<file path="src/design/pba_pkg.sv">
// Shared constants, request codes and controller/datapath interface types for the page allocator.
package pba_pkg;

    localparam int ADDR_W   = 23;
    localparam int FUNC_W   = 2;
    localparam int STATUS_W = 2;
    localparam int WORD_W   = 8;
    localparam int WORD_LOG = 3;

    localparam logic [FUNC_W-1:0] FUNC_RESERVE   = 2'd0;
    localparam logic [FUNC_W-1:0] FUNC_UNRESERVE = 2'd1;
    localparam logic [FUNC_W-1:0] FUNC_ALLOC     = 2'd2;

    localparam logic [STATUS_W-1:0] STATUS_DONE = 2'd0;
    localparam logic [STATUS_W-1:0] STATUS_BAD  = 2'd1;
    localparam logic [STATUS_W-1:0] STATUS_FULL = 2'd2;

    typedef struct packed {
        logic                clear;
        logic                load;
        logic                fill_go;
        logic                scan_go;
        logic                finish;
        logic                ret_page;
        logic [STATUS_W-1:0] code;
    } cmd_t;

    typedef struct packed {
        logic clear_done;
        logic div_done;
        logic is_range;
        logic is_alloc;
        logic bad;
        logic alloc_zero;
        logic alloc_big;
        logic fill_done;
        logic found;
        logic scan_end;
    } stat_t;

endpackage

</file>
<file path="src/design/page_bitmap_first_fit_allocator_unit.sv">
// Top level of the first-fit page bitmap allocator.
//
//   Channel   Handshake          Payload
//   request   start / busy       func, start_addr, stop_addr, size_bytes
//   result    done (strobe)      status, first_page
//
// A request is taken when start is high and busy is low; one result follows per request.
// Every request passes through the page dividers, then a check state. Valid range requests then
// walk the covered map rows, one 8-page row per cycle; valid allocate requests scan rows from
// the bottom, pass through a found state on a hit and clear the found run like a range
// request. done is registered and rises in the cycle after the last step.
// After reset a clearing pass writes NUM_PAGES/8 rows with busy high; done cannot be stalled.
module page_bitmap_first_fit_allocator_unit #(
    parameter int NUM_PAGES  = 1024,
    parameter int PAGE_BYTES = 4096
) (
    input  logic                         clk,
    input  logic                         rst_n,
    input  logic                         start,
    output logic                         busy,
    input  logic [pba_pkg::FUNC_W-1:0]   func,
    input  logic [pba_pkg::ADDR_W-1:0]   start_addr,
    input  logic [pba_pkg::ADDR_W-1:0]   stop_addr,
    input  logic [pba_pkg::ADDR_W-1:0]   size_bytes,
    output logic                         done,
    output logic [pba_pkg::STATUS_W-1:0] status,
    output logic [$clog2(NUM_PAGES)-1:0] first_page
);

    pba_pkg::cmd_t  cmd;
    pba_pkg::stat_t stat;

    pba_ctrl u_ctrl (
        .clk   (clk),
        .rst_n (rst_n),
        .start (start),
        .busy  (busy),
        .stat  (stat),
        .cmd   (cmd)
    );

    pba_dp #(
        .NUM_PAGES  (NUM_PAGES),
        .PAGE_BYTES (PAGE_BYTES)
    ) u_dp (
        .clk        (clk),
        .rst_n      (rst_n),
        .cmd        (cmd),
        .stat       (stat),
        .func       (func),
        .start_addr (start_addr),
        .stop_addr  (stop_addr),
        .size_bytes (size_bytes),
        .done       (done),
        .status     (status),
        .first_page (first_page)
    );

endmodule

</file>
<file path="src/design/pba_ram.sv">
// Generic simple dual-port RAM with one write port and one registered read port.
module pba_ram #(
    parameter int WIDTH = 8,
    parameter int DEPTH = 128
) (
    input  logic                                   clk,
    input  logic                                   we,
    input  logic [((DEPTH > 1) ? $clog2(DEPTH) : 1)-1:0] waddr,
    input  logic [WIDTH-1:0]                       wdata,
    input  logic [((DEPTH > 1) ? $clog2(DEPTH) : 1)-1:0] raddr,
    output logic [WIDTH-1:0]                       rdata
);

    logic [WIDTH-1:0] mem_reg [DEPTH];
    logic [WIDTH-1:0] rdata_reg;

    always_ff @(posedge clk)
    begin
        if (we)
        begin
            mem_reg[waddr] <= wdata;
        end
        rdata_reg <= mem_reg[raddr];
    end

    assign rdata = rdata_reg;

endmodule

</file>
<file path="src/design/pba_div.sv">
// Reciprocal-multiply divider of an address by a constant page size, with a remainder flag.
module pba_div #(
    parameter int DIVISOR = 4096
) (
    input  logic                       clk,
    input  logic                       rst_n,
    input  logic                       go,
    input  logic [pba_pkg::ADDR_W-1:0] dividend,
    output logic [pba_pkg::ADDR_W-1:0] quot,
    output logic                       rem_nz,
    output logic                       done
);

    localparam int AW     = pba_pkg::ADDR_W;
    localparam int SHIFT  = AW + $clog2(DIVISOR);
    localparam int MUL_W  = AW + 1;
    localparam int PROD_W = AW + MUL_W;
    localparam int DIV_W  = $clog2(DIVISOR) + 1;
    localparam int BACK_W = AW + DIV_W;
    localparam logic [MUL_W-1:0] RECIP =
        MUL_W'(((64'd1 << SHIFT) + 64'(DIVISOR) - 64'd1) / 64'(DIVISOR));

    logic              stage1_reg, stage1_next;
    logic              stage2_reg, stage2_next;
    logic              done_reg, done_next;
    logic [AW-1:0]     num_reg, num_next;
    logic [AW-1:0]     quot_reg, quot_next;
    logic              rem_nz_reg, rem_nz_next;
    logic [PROD_W-1:0] prod;
    logic [BACK_W-1:0] back;

    always_comb
    begin
        prod        = PROD_W'(num_reg) * PROD_W'(RECIP);
        back        = BACK_W'(quot_reg) * BACK_W'(DIVISOR);
        stage1_next = go;
        stage2_next = stage1_reg;
        done_next   = stage2_reg;
        num_next    = go ? dividend : num_reg;
        quot_next   = stage1_reg ? AW'(prod >> SHIFT) : quot_reg;
        rem_nz_next = stage2_reg ? (back[AW-1:0] != num_reg) : rem_nz_reg;
    end

    always_ff @(posedge clk or negedge rst_n)
    begin
        if (!rst_n)
        begin
            stage1_reg <= 1'b0;
            stage2_reg <= 1'b0;
            done_reg   <= 1'b0;
        end
        else
        begin
            stage1_reg <= stage1_next;
            stage2_reg <= stage2_next;
            done_reg   <= done_next;
        end
    end

    always_ff @(posedge clk)
    begin
        num_reg    <= num_next;
        quot_reg   <= quot_next;
        rem_nz_reg <= rem_nz_next;
    end

    assign quot   = quot_reg;
    assign rem_nz = rem_nz_reg;
    assign done   = done_reg;

endmodule

</file>
<file path="src/design/pba_ctrl.sv">
// Controller state machine that sequences clearing, division, map walks and results.
module pba_ctrl (
    input  logic           clk,
    input  logic           rst_n,
    input  logic           start,
    output logic           busy,
    input  pba_pkg::stat_t stat,
    output pba_pkg::cmd_t  cmd
);

    typedef enum logic [6:0] {
        S_CLEAR = 7'b0000001,
        S_IDLE  = 7'b0000010,
        S_DIV   = 7'b0000100,
        S_CHECK = 7'b0001000,
        S_SCAN  = 7'b0010000,
        S_FOUND = 7'b0100000,
        S_FILL  = 7'b1000000
    } state_t;

    state_t state_reg, state_next;

    always_comb
    begin
        state_next = state_reg;
        cmd        = '0;
        unique case (state_reg)
            S_CLEAR:
            begin
                cmd.clear = 1'b1;
                if (stat.clear_done)
                begin
                    state_next = S_IDLE;
                end
            end
            S_IDLE:
            begin
                if (start)
                begin
                    cmd.load   = 1'b1;
                    state_next = S_DIV;
                end
            end
            S_DIV:
            begin
                if (stat.div_done)
                begin
                    state_next = S_CHECK;
                end
            end
            S_CHECK:
            begin
                if (stat.is_range)
                begin
                    if (stat.bad)
                    begin
                        cmd.finish = 1'b1;
                        cmd.code   = pba_pkg::STATUS_BAD;
                        state_next = S_IDLE;
                    end
                    else
                    begin
                        cmd.fill_go = 1'b1;
                        state_next  = S_FILL;
                    end
                end
                else if (stat.is_alloc)
                begin
                    if (stat.alloc_zero)
                    begin
                        cmd.finish = 1'b1;
                        cmd.code   = pba_pkg::STATUS_DONE;
                        state_next = S_IDLE;
                    end
                    else if (stat.alloc_big)
                    begin
                        cmd.finish = 1'b1;
                        cmd.code   = pba_pkg::STATUS_FULL;
                        state_next = S_IDLE;
                    end
                    else
                    begin
                        cmd.scan_go = 1'b1;
                        state_next  = S_SCAN;
                    end
                end
                else
                begin
                    cmd.finish = 1'b1;
                    cmd.code   = pba_pkg::STATUS_BAD;
                    state_next = S_IDLE;
                end
            end
            S_SCAN:
            begin
                if (stat.found)
                begin
                    state_next = S_FOUND;
                end
                else if (stat.scan_end)
                begin
                    cmd.finish = 1'b1;
                    cmd.code   = pba_pkg::STATUS_FULL;
                    state_next = S_IDLE;
                end
            end
            S_FOUND:
            begin
                cmd.fill_go = 1'b1;
                state_next  = S_FILL;
            end
            S_FILL:
            begin
                if (stat.fill_done)
                begin
                    cmd.finish   = 1'b1;
                    cmd.ret_page = stat.is_alloc;
                    cmd.code     = pba_pkg::STATUS_DONE;
                    state_next   = S_IDLE;
                end
            end
            default:
            begin
                state_next = S_CLEAR;
            end
        endcase
    end

    always_ff @(posedge clk or negedge rst_n)
    begin
        if (!rst_n)
        begin
            state_reg <= S_CLEAR;
        end
        else
        begin
            state_reg <= state_next;
        end
    end

    assign busy = (state_reg != S_IDLE);

endmodule

</file>
<file path="src/design/pba_dp.sv">
// Datapath with the page map memory, page dividers, row walker and result registers.
module pba_dp #(
    parameter int NUM_PAGES  = 1024,
    parameter int PAGE_BYTES = 4096
) (
    input  logic                         clk,
    input  logic                         rst_n,
    input  pba_pkg::cmd_t                cmd,
    output pba_pkg::stat_t               stat,
    input  logic [pba_pkg::FUNC_W-1:0]   func,
    input  logic [pba_pkg::ADDR_W-1:0]   start_addr,
    input  logic [pba_pkg::ADDR_W-1:0]   stop_addr,
    input  logic [pba_pkg::ADDR_W-1:0]   size_bytes,
    output logic                         done,
    output logic [pba_pkg::STATUS_W-1:0] status,
    output logic [$clog2(NUM_PAGES)-1:0] first_page
);

    localparam int AW     = pba_pkg::ADDR_W;
    localparam int WW     = pba_pkg::WORD_W;
    localparam int LW     = pba_pkg::WORD_LOG;
    localparam int PAGE_W = $clog2(NUM_PAGES);
    localparam int ROWS   = (NUM_PAGES + WW - 1) / WW;
    localparam int ROW_W  = (ROWS > 1) ? $clog2(ROWS) : 1;
    localparam int IDX_W  = ROW_W + LW;
    localparam int RUN_W  = $clog2(NUM_PAGES + 1);
    localparam int RGN_W  = 33;
    localparam logic [RGN_W-1:0] REGION = RGN_W'(NUM_PAGES) * RGN_W'(PAGE_BYTES);

    logic [pba_pkg::FUNC_W-1:0] func_reg;
    logic                       bad_reg;
    logic [IDX_W-1:0]           lo_reg;
    logic [IDX_W-1:0]           hi_reg;
    logic [AW-1:0]              pages_reg;
    logic [RUN_W-1:0]           run_reg;
    logic                       fill_val_reg;
    logic                       mode_scan_reg;
    logic [ROW_W-1:0]           rd_row_reg;
    logic [ROW_W-1:0]           rd_last_reg;
    logic [ROW_W-1:0]           pend_row_reg;
    logic                       rd_active_reg;
    logic                       pend_reg;
    logic [ROW_W-1:0]           clr_row_reg;
    logic                       done_reg;
    logic [pba_pkg::STATUS_W-1:0] status_reg;
    logic [PAGE_W-1:0]          first_page_reg;

    logic [AW-1:0]    div_a_in;
    logic [AW-1:0]    stop_clamp;
    logic             bad_in;
    logic [AW-1:0]    qa;
    logic [AW-1:0]    qb;
    logic             ra_nz;
    logic             da_done;
    logic             db_done;
    logic             div_done;

    logic             we;
    logic [ROW_W-1:0] waddr;
    logic [WW-1:0]    wdata;
    logic [WW-1:0]    rd_data;
    logic [WW-1:0]    fill_word;

    logic [RUN_W-1:0] run_c;
    logic             hit;
    logic [IDX_W-1:0] hit_idx;
    logic             scan_hit;
    logic             fill_last;
    logic             scan_last;

    always_comb
    begin
        div_a_in   = (func == pba_pkg::FUNC_ALLOC) ? size_bytes : start_addr;
        stop_clamp = (RGN_W'(stop_addr) > REGION) ? REGION[AW-1:0] : stop_addr;
        bad_in     = (start_addr >= stop_addr) || (RGN_W'(start_addr) >= REGION);
    end

    pba_div #(
        .DIVISOR (PAGE_BYTES)
    ) u_div_a (
        .clk      (clk),
        .rst_n    (rst_n),
        .go       (cmd.load),
        .dividend (div_a_in),
        .quot     (qa),
        .rem_nz   (ra_nz),
        .done     (da_done)
    );

    pba_div #(
        .DIVISOR (PAGE_BYTES)
    ) u_div_b (
        .clk      (clk),
        .rst_n    (rst_n),
        .go       (cmd.load),
        .dividend (stop_clamp),
        .quot     (qb),
        .rem_nz   (),
        .done     (db_done)
    );

    assign div_done = da_done && db_done;

    // Run length of free pages is carried across rows; pages past the map never count as free.
    always_comb
    begin
        logic [IDX_W-1:0] idx;
        logic             free;
        run_c   = run_reg;
        hit     = 1'b0;
        hit_idx = '0;
        for (int j = 0; j < WW; j++)
        begin
            idx   = {pend_row_reg, LW'(j)};
            free  = rd_data[j] && ({1'b0, idx} < (IDX_W + 1)'(NUM_PAGES));
            run_c = free ? (run_c + RUN_W'(1)) : '0;
            if (!hit && (run_c == pages_reg[RUN_W-1:0]))
            begin
                hit     = 1'b1;
                hit_idx = idx;
            end
        end
    end

    always_comb
    begin
        logic [IDX_W-1:0] idx;
        for (int j = 0; j < WW; j++)
        begin
            idx          = {pend_row_reg, LW'(j)};
            fill_word[j] = ((idx >= lo_reg) && (idx <= hi_reg)) ? fill_val_reg : rd_data[j];
        end
    end

    always_comb
    begin
        scan_hit  = pend_reg && mode_scan_reg && hit;
        fill_last = pend_reg && !mode_scan_reg && (pend_row_reg == rd_last_reg);
        scan_last = pend_reg && mode_scan_reg && (pend_row_reg == rd_last_reg) && !hit;
        if (cmd.clear)
        begin
            we    = 1'b1;
            waddr = clr_row_reg;
            wdata = '1;
        end
        else
        begin
            we    = pend_reg && !mode_scan_reg;
            waddr = pend_row_reg;
            wdata = fill_word;
        end
    end

    pba_ram #(
        .WIDTH (WW),
        .DEPTH (ROWS)
    ) u_map (
        .clk   (clk),
        .we    (we),
        .waddr (waddr),
        .wdata (wdata),
        .raddr (rd_row_reg),
        .rdata (rd_data)
    );

    always_ff @(posedge clk or negedge rst_n)
    begin
        if (!rst_n)
        begin
            rd_active_reg <= 1'b0;
            pend_reg      <= 1'b0;
            clr_row_reg   <= '0;
            done_reg      <= 1'b0;
        end
        else
        begin
            done_reg <= cmd.finish;
            if (cmd.clear)
            begin
                clr_row_reg <= clr_row_reg + ROW_W'(1);
            end
            if (cmd.fill_go || cmd.scan_go)
            begin
                rd_active_reg <= 1'b1;
                pend_reg      <= 1'b0;
            end
            else if (scan_hit)
            begin
                rd_active_reg <= 1'b0;
                pend_reg      <= 1'b0;
            end
            else
            begin
                pend_reg <= rd_active_reg;
                if (rd_active_reg && (rd_row_reg == rd_last_reg))
                begin
                    rd_active_reg <= 1'b0;
                end
            end
        end
    end

    always_ff @(posedge clk)
    begin
        pend_row_reg <= rd_row_reg;
        if (cmd.load)
        begin
            func_reg <= func;
            bad_reg  <= bad_in;
        end
        if (div_done)
        begin
            lo_reg    <= IDX_W'(qa);
            hi_reg    <= (qb > AW'(NUM_PAGES - 1)) ? IDX_W'(NUM_PAGES - 1) : IDX_W'(qb);
            pages_reg <= qa + AW'(ra_nz);
        end
        else if (scan_hit)
        begin
            lo_reg <= hit_idx + IDX_W'(1) - IDX_W'(pages_reg);
            hi_reg <= hit_idx;
        end
        if (cmd.fill_go)
        begin
            rd_row_reg    <= lo_reg[IDX_W-1:LW];
            rd_last_reg   <= hi_reg[IDX_W-1:LW];
            mode_scan_reg <= 1'b0;
            fill_val_reg  <= (func_reg == pba_pkg::FUNC_UNRESERVE);
        end
        else if (cmd.scan_go)
        begin
            rd_row_reg    <= '0;
            rd_last_reg   <= ROW_W'(ROWS - 1);
            mode_scan_reg <= 1'b1;
            run_reg       <= '0;
        end
        else
        begin
            if (rd_active_reg && (rd_row_reg != rd_last_reg))
            begin
                rd_row_reg <= rd_row_reg + ROW_W'(1);
            end
            if (pend_reg && mode_scan_reg)
            begin
                run_reg <= run_c;
            end
        end
        if (cmd.finish)
        begin
            status_reg     <= cmd.code;
            first_page_reg <= cmd.ret_page ? lo_reg[PAGE_W-1:0] : '0;
        end
    end

    always_comb
    begin
        stat            = '0;
        stat.clear_done = (clr_row_reg == ROW_W'(ROWS - 1));
        stat.div_done   = div_done;
        stat.is_range   = (func_reg == pba_pkg::FUNC_RESERVE) ||
                          (func_reg == pba_pkg::FUNC_UNRESERVE);
        stat.is_alloc   = (func_reg == pba_pkg::FUNC_ALLOC);
        stat.bad        = bad_reg;
        stat.alloc_zero = (pages_reg == '0);
        stat.alloc_big  = (pages_reg > AW'(NUM_PAGES));
        stat.fill_done  = fill_last;
        stat.found      = scan_hit;
        stat.scan_end   = scan_last;
    end

    assign done       = done_reg;
    assign status     = status_reg;
    assign first_page = first_page_reg;

endmodule

</file>
<file path="config.mk">
export PLATFORM = sky130hd
export DESIGN_NAME = page_bitmap_first_fit_allocator_unit
export DESIGN_NICKNAME = d
export VERILOG_FILES = /design/src/design/pba_pkg.sv /design/src/design/page_bitmap_first_fit_allocator_unit.sv /design/src/design/pba_ram.sv /design/src/design/pba_div.sv /design/src/design/pba_ctrl.sv /design/src/design/pba_dp.sv
export SDC_FILE = /design/constraint.sdc
export NUM_CORES = 2
export LEC_CHECK = 0
export BUFFER_PORTS_ARGS = -buffer_cell sky130_fd_sc_hd__buf_2
export CORE_ASPECT_RATIO = 0.8
export CORE_MARGIN = 5
export CORE_UTILIZATION = 53
export DETAILED_ROUTE_END_ITERATION = 10
export MAX_ROUTING_LAYER = met4
export PLACE_DENSITY_LB_ADDON = 0.15
export SYNTH_ARGS = -nofsm -noshare
export SYNTH_HDL_FRONTEND = slang
export SYNTH_SLANG_ARGS = --single-unit
</file>
<file path="constraint.sdc">
create_clock -name clk -period 7.85 [get_ports clk]
set_input_delay 0.3925 -clock clk [delete_from_list [all_inputs] [get_ports clk]]
set_output_delay 0.3925 -clock clk [all_outputs]
set_load 0.005 [all_outputs]
</file>
* After elaboration in Yosys (flattened, before gate mapping) *
Memory sizes are Yosys's and may differ from the RTL's. A register that Yosys moved wholly into a read port is not among the register bits.
Index checks and enable logic that the tools add are counted.

cells by class
  add/subtract/negate cells = 13
  bitwise operators = 1
  reduce and logical (&&, ||, !) cells = 44
  equal/unequal tests = 29
  order comparisons = 21
  multiplexer cells = 95

operators with widths
  operator                 count
  $mux W10                 13
  $mux W7                  15
  $mux W11                 9
  $add A11 B1 Y11 const B  8
  $eq A11 B11 Y1           8
  $ge A10 B10 Y1           8
  $le A10 B10 Y1           8
  $pmux W7 S7              1
  $mux W1                  43
  $ge A23 B23 Y1           1
  $ge A23 B23 Y1 const B   1
  $gt A23 B11 Y1 const B   1
  $gt A23 B23 Y1 const B   1
  $logic_and A1 B1 Y1      23
  $logic_not A23 Y1        1
  $mux W23                 1
  $ne A23 B23 Y1           1
  $add A7 B1 Y7 const B    2
  $eq A7 B7 Y1             2
  $eq A7 B7 Y1 const B     2
  $add A11 B1 Y12          1
  $mux W2                  6
  $gt A11 B10 Y1 const B   1
  $add A10 B1 Y10 const B  1
  other kinds (28)         45

word-level totals
  input bits = 74
  output and inout port bits = 14
  register bits after elaboration = 181
  memories kept = 1
  bits in writable memories = 1024

memory list
  memory              depth  width  read ports  clocked after memory_dff  wr ports  line           text
  u_dp.u_map.mem_reg  128    8      1           1                         1         pba_ram.sv:14  logic [WIDTH-1:0] mem_reg [DEPTH];

* Longest topological paths before layout *
  depth after elaboration = 30
  mapped depth = 41

* Cells and area by module *
Synthesis repeated with hierarchy kept, for this count alone.

second synthesis, totals
  cell total of the unflattened synthesis = 3157
  area, all modules = 54207.0 sq um

modules (own cells, without submodules)
  module    instances  cells each  area each (sq um)
  pba_ram   1          1635        39665.5
  pba_dp    1          1313        11190.7
  pba_div   2          70          1371.3
  pba_ctrl  1          69          608.1

* Worst setup path after synthesis *
Ideal clock, no wire load.

  kind = flip-flop to flip-flop
  from = reg u_dp.run_reg[1]
  to = reg u_dp.lo_reg[9], data pin
  arrival = 7.730 ns
  cell stages (with the launch flop) = 38
  required time = 7.591 ns
  period minus slack after synthesis = 7.989 ns
  setup time = 0.259 ns
  slack = -0.139 ns
  path through = edfxtp_1 ha_1 buf_2 nand2_1 inv_1 ha_1 clkbuf_1 nand3_1 o21bai_2 nor3_2 nand4_4 or2_1 o211a_1 or3_1 buf_2 xor2_2 or4b_4 a311oi_2 (+2 left out) a2111o_2 o31a_1 o32ai_2 ha_1 ha_1 inv_1 fa_1 inv_1 a21oi_1 o21ai_0 and2_1 o21ai_0 nand2b_1 a21o_1 a21oi_1 xnor2_1 and3_1 o31a_1

on the way
  word-level cells in the longest chain between the ends = 29
  elaborated cells between the ends (all ways) = 57
  those cells by class = add/sub: 10; eq/ne: 8; mux: 25; reduce/logical: 14

ends and longest elaborated chain
  item                                                      line           text
  start: declaration                                        pba_dp.sv:35   logic [RUN_W-1:0] run_reg;
  start signal: assignment                                  pba_dp.sv:244  run_reg <= run_c;
  $add A11 B1 Y11 (*)                                       pba_dp.sv:116  run_c = free ? (run_c + RUN_W'(1)) : '0;
  $mux W11 (*)                                              pba_dp.sv:116
  branches (longest 22 deep; another with $add A11 B1 Y11)  --
  $mux W10 (*)                                              pba_dp.sv:117  if (!hit && (run_c == pages_reg[RUN_W-1:0]))
  $add A10 B1 Y10 (*)                                       pba_dp.sv:219  lo_reg <= hit_idx + IDX_W'(1) - IDX_W'(pages_reg);
  $sub A10 B10 Y10 (*)                                      pba_dp.sv:219
  $mux W10 (*)                                              pba_dp.sv:217  else if (scan_hit)
  $mux W10 (*)                                              pba_dp.sv:211  if (div_done)
  end signal: assignment                                    pba_dp.sv:213  lo_reg <= IDX_W'(qa);
  end signal: assignment                                    pba_dp.sv:219
  end: declaration                                          pba_dp.sv:32   logic [IDX_W-1:0] lo_reg;

Every way passes the cells marked *. The select of a mux whose other input is x is not followed.
A chain may end at the register's enable or synchronous reset.

* Worst setup path in the final report *
  from = reg u_dp.run_reg[0]
  to = reg u_dp.lo_reg[9], data pin

The elaborated chain is that of the path after synthesis.

==> metrics <==
Worst slew margin=0.0732; H-tree depth=3; crit path DAT=8280 ps; Die X-Extent=between 300 and 400 um; Initial DRC Count=3,016; Least-Margin Pin Slew=1380 ps; setup repair after global routing missed its margin=yes; via count=approximately 30,000; Synth Cell Area=52,800 um2; CP Max Fanout=5; ranking of synthesized cells by area=edfxtp_1 66%, mux4_2 14%, xnor2_1 1.7%; synthesis warning total=0; Worst Setup SP=u_dp.run_reg[0]$_SDFFCE_PP0P_; outcome=completed; FP Rows=103; Layout area overhead=13.9%; simple-gate share of the synthesized area=0.0677; ant diodes=0; Post-Layout Cell Count=between 4,000 and 5,000; Core Area=between 90,000 and 100,000 um2; total track usage=0.253; starting density of the core=0.535; post-route ant nets=0; largest net degree at the start of global routing=~130; Worst setup endpoint=u_dp.lo_reg[9]$_DFFE_PP_; Final Cell Area=roughly 60,000 um2; Top delay family on crit path=compound AO/OA/AOI/OAI gates; Crit path largest cell delay=540 ps; vias per cell=6.27; final hold violation count=0; Layout Nets=about 3,500; commonest cells in the synthesized netlist=1,154 x edfxtp_1, 336 x mux4_2, 220 x nor2_1, 149 x nand2_1, 126 x clkbuf_1; worst hold slack=41.3 ps; setup ws final=8.40 ps; fmax=128 MHz; DP Worst Slack=-86.9 ps; Skew-Pair Late Insertion Delay=690 ps; ys async rst share=0.0168; r2r startpoint=u_dp.run_reg[0]$_SDFFCE_PP0P_; worst min path class=input port to flip-flop; Buffers & Inverters on Critical Path=5; Port Buffers=87; slowest library cell on the worst path=or4b_4; max FFs per register=1,024; P per Cell Area=between 200 and 300 nW/um2; WS Path Type=flip-flop to flip-flop; syn_nets=between 3,000 and 4,000; antenna violations before repair=6; Num CTS Buffers=111; area share of xor/xnor cells in the synthesized design=0.0260; fin. max-slew vios=0; area leader, netlist=edfxtp_1; r2r setup slk=roughly 8.4 ps; clk sinks=about 1,200; main combinational cell family by area after synthesis=multiplexers; Synth Area in Adders=0.0151; share of post-route cells with drive strength above 1=0.285; post-synthesis compound-gate area fraction=0.0439; MaxCap Viol Count=0; hpwl dp=about 86,000 um; DR pass1 iterations=5; sequential share of the synthesized area=0.672; GPL Wtd Cong=0.922; Fillers=between 7,000 and 8,000; drt wl/cell=approximately 27 um; Synth cell types=between 100 and 150; Syn Inst Count=3,102; Root Driver=clkbuf_16; Setup crit end kind=flip-flop; first-pass GRT wire length=195,000 um; dominant cell by count in the synthesized netlist=edfxtp_1; vias in the first global route=29,600; Hold Crit Start=start_addr[22]; setup_tns=0 ps; Boundary Pins=88; Synth top area share=0.656; CTS clk-pin slew, worst paths=60 ps; Stages on worst setup path=37; worst flop-to-flop path endpoint=u_dp.lo_reg[9]$_DFFE_PP_; post-synthesis mux area share=0.155; top_reg_cell synth=edfxtp_1; final setup vio count=0; critical path startpoint category=flip-flop; Post-synth EDFFs=1,154; Post-Route WL=131,000 um; Placed Instances=roughly 4,500; final period utilization=0.999; Final Skew=45.7 ps; CP required=roughly 8300 ps; CTS tree=built; die area=approximately 110,000 um2; syn avg cell area=between 15 and 20 um2; Max IR drop VDD=0.225 mV; worst reg2reg path depth=37; Placed Instance Area=56,000 um2; maximum clock path buffer count=3; gr ovfl total=0; leakage power=0.0197 uW; synthesis-stage register bit count=roughly 1,200; drt drc=0; Vert. Die Dim=292 um; Final min period=7840 ps
worst register-to-register path: cells and delay by family, from the launching register on:
family,cells,cell delay (ps)
flip-flops,1,440
XOR/XNOR,2,300
adder cells (fa/ha/maj),5,1280
multiplexers,1,330
buffers and inverters,5,450
AND/OR/NAND/NOR,11,2360
AO/OA/AOI/OAI,13,2440
metrics by stage:
stage          power (uW)  utilization
6_report            15700        0.609
3_5_place_dp        10700        0.567
2_1_floorplan        9640            -
5_1_grt             16200        0.609
3_3_place_gp        10600        0.567
4_1_cts             15800        0.604
cells by family (layout without fill, tap and decap cells):
group / after synthesis / after routing
flip-flops: 1190 / 1190
AND/OR/NAND/NOR: 709 / 709
multiplexers: 391 / 391
AO/OA/AOI/OAI: 332 / 332
buffers and inverters: 268 / 641
XOR/XNOR: 149 / 149
adder cells (fa/ha/maj): 63 / 63
how the worst min path moves through the flow:
stage	endpoint	depth (start not counted)
2_1_floorplan	u_ctrl.state_reg[1]$_DFFE_PN0P_	0
3_3_place_gp	u_dp.done$_DFF_PN0_	1
3_5_place_dp	u_dp.u_div_a.done$_DFF_PN0_	0
4_1_cts	u_dp.u_div_a.num_reg[6]$_DFFE_PP_	2
5_1_grt	u_dp.u_div_a.num_reg[1]$_DFFE_PP_	2
6_report	u_dp.bad_reg$_DFFE_PP_	2
where the power goes:
part           switching (uW)  total (uW)  leakage (uW)  internal, uW
Clock                    2300        5140       0.00168          2840
Sequential                140        8040        0.0106          7900
Combinational            1850        2520       0.00735           664
Total                    4290       15700        0.0197         11400
cells in the final DEF, fill, tap and decap left out, types with 10 or more instances in the layout:
| cell type | count |
|---|---|
| mux2_2 | 32 |
| o31ai_1 | 14 |
| inv_1 | 79 |
| clkbuf_1 | 25 |
| or3_1 | 18 |
| clkinv_1 | 23 |
| nand2_1 | 142 |
| xor2_1 | 35 |
| nor3b_1 | 10 |
| or2_2 | 15 |
| clkinv_2 | 22 |
| nor4_1 | 21 |
| and2_1 | 23 |
| dfxtp_1 | 16 |
| nand2b_1 | 28 |
| dlygate4sd3_1 | 12 |
| xnor2_1 | 103 |
| o211ai_1 | 14 |
| and3_1 | 19 |
| buf_4 | 236 |
| o21ai_0 | 71 |
| a31oi_1 | 18 |
| nand3_1 | 45 |
| dfrtp_1 | 19 |
| buf_2 | 87 |
| ha_1 | 58 |
| nor3_1 | 51 |
| a21o_1 | 23 |
| edfxtp_1 | 1154 |
| a21oi_1 | 58 |
| clkbuf_16 | 111 |
| nor2_1 | 219 |
| nand4_1 | 31 |
| mux4_2 | 336 |
| mux2i_1 | 19 |
| or4_1 | 10 |
repair_timing:
action,in CTS,in global routing
gates resized for setup,6,74
hold buffers,12,0
setup endpoints to repair,1,3
hold endpoints to repair,31,0
pin swaps,1,36
buffers inserted,0,23
gates cloned,0,0
cell type report:
class | instances | area, um2 | share of cell area
timing repair buffer | 349 | 2530 | 0.0421
clock buffer | 139 | 2910 | 0.0484
multi-input combinational | 1644 | 16700 | 0.278
tap | 1312 | 1640 | 0.0273
sequential | 1190 | 35500 | 0.590
inverter | 88 | 333 | 0.00553
clock inverter | 65 | 554 | 0.00921
per-layer routing:
metal | wire length [um] | global-route usage
met1 | 59500 | 0.394
met2 | 59100 | 0.361
met3 | 9930 | 0.0416
met4 | 2550 | 0.0515
met5 | 0 | -
(Power assumes the default switching activity.)
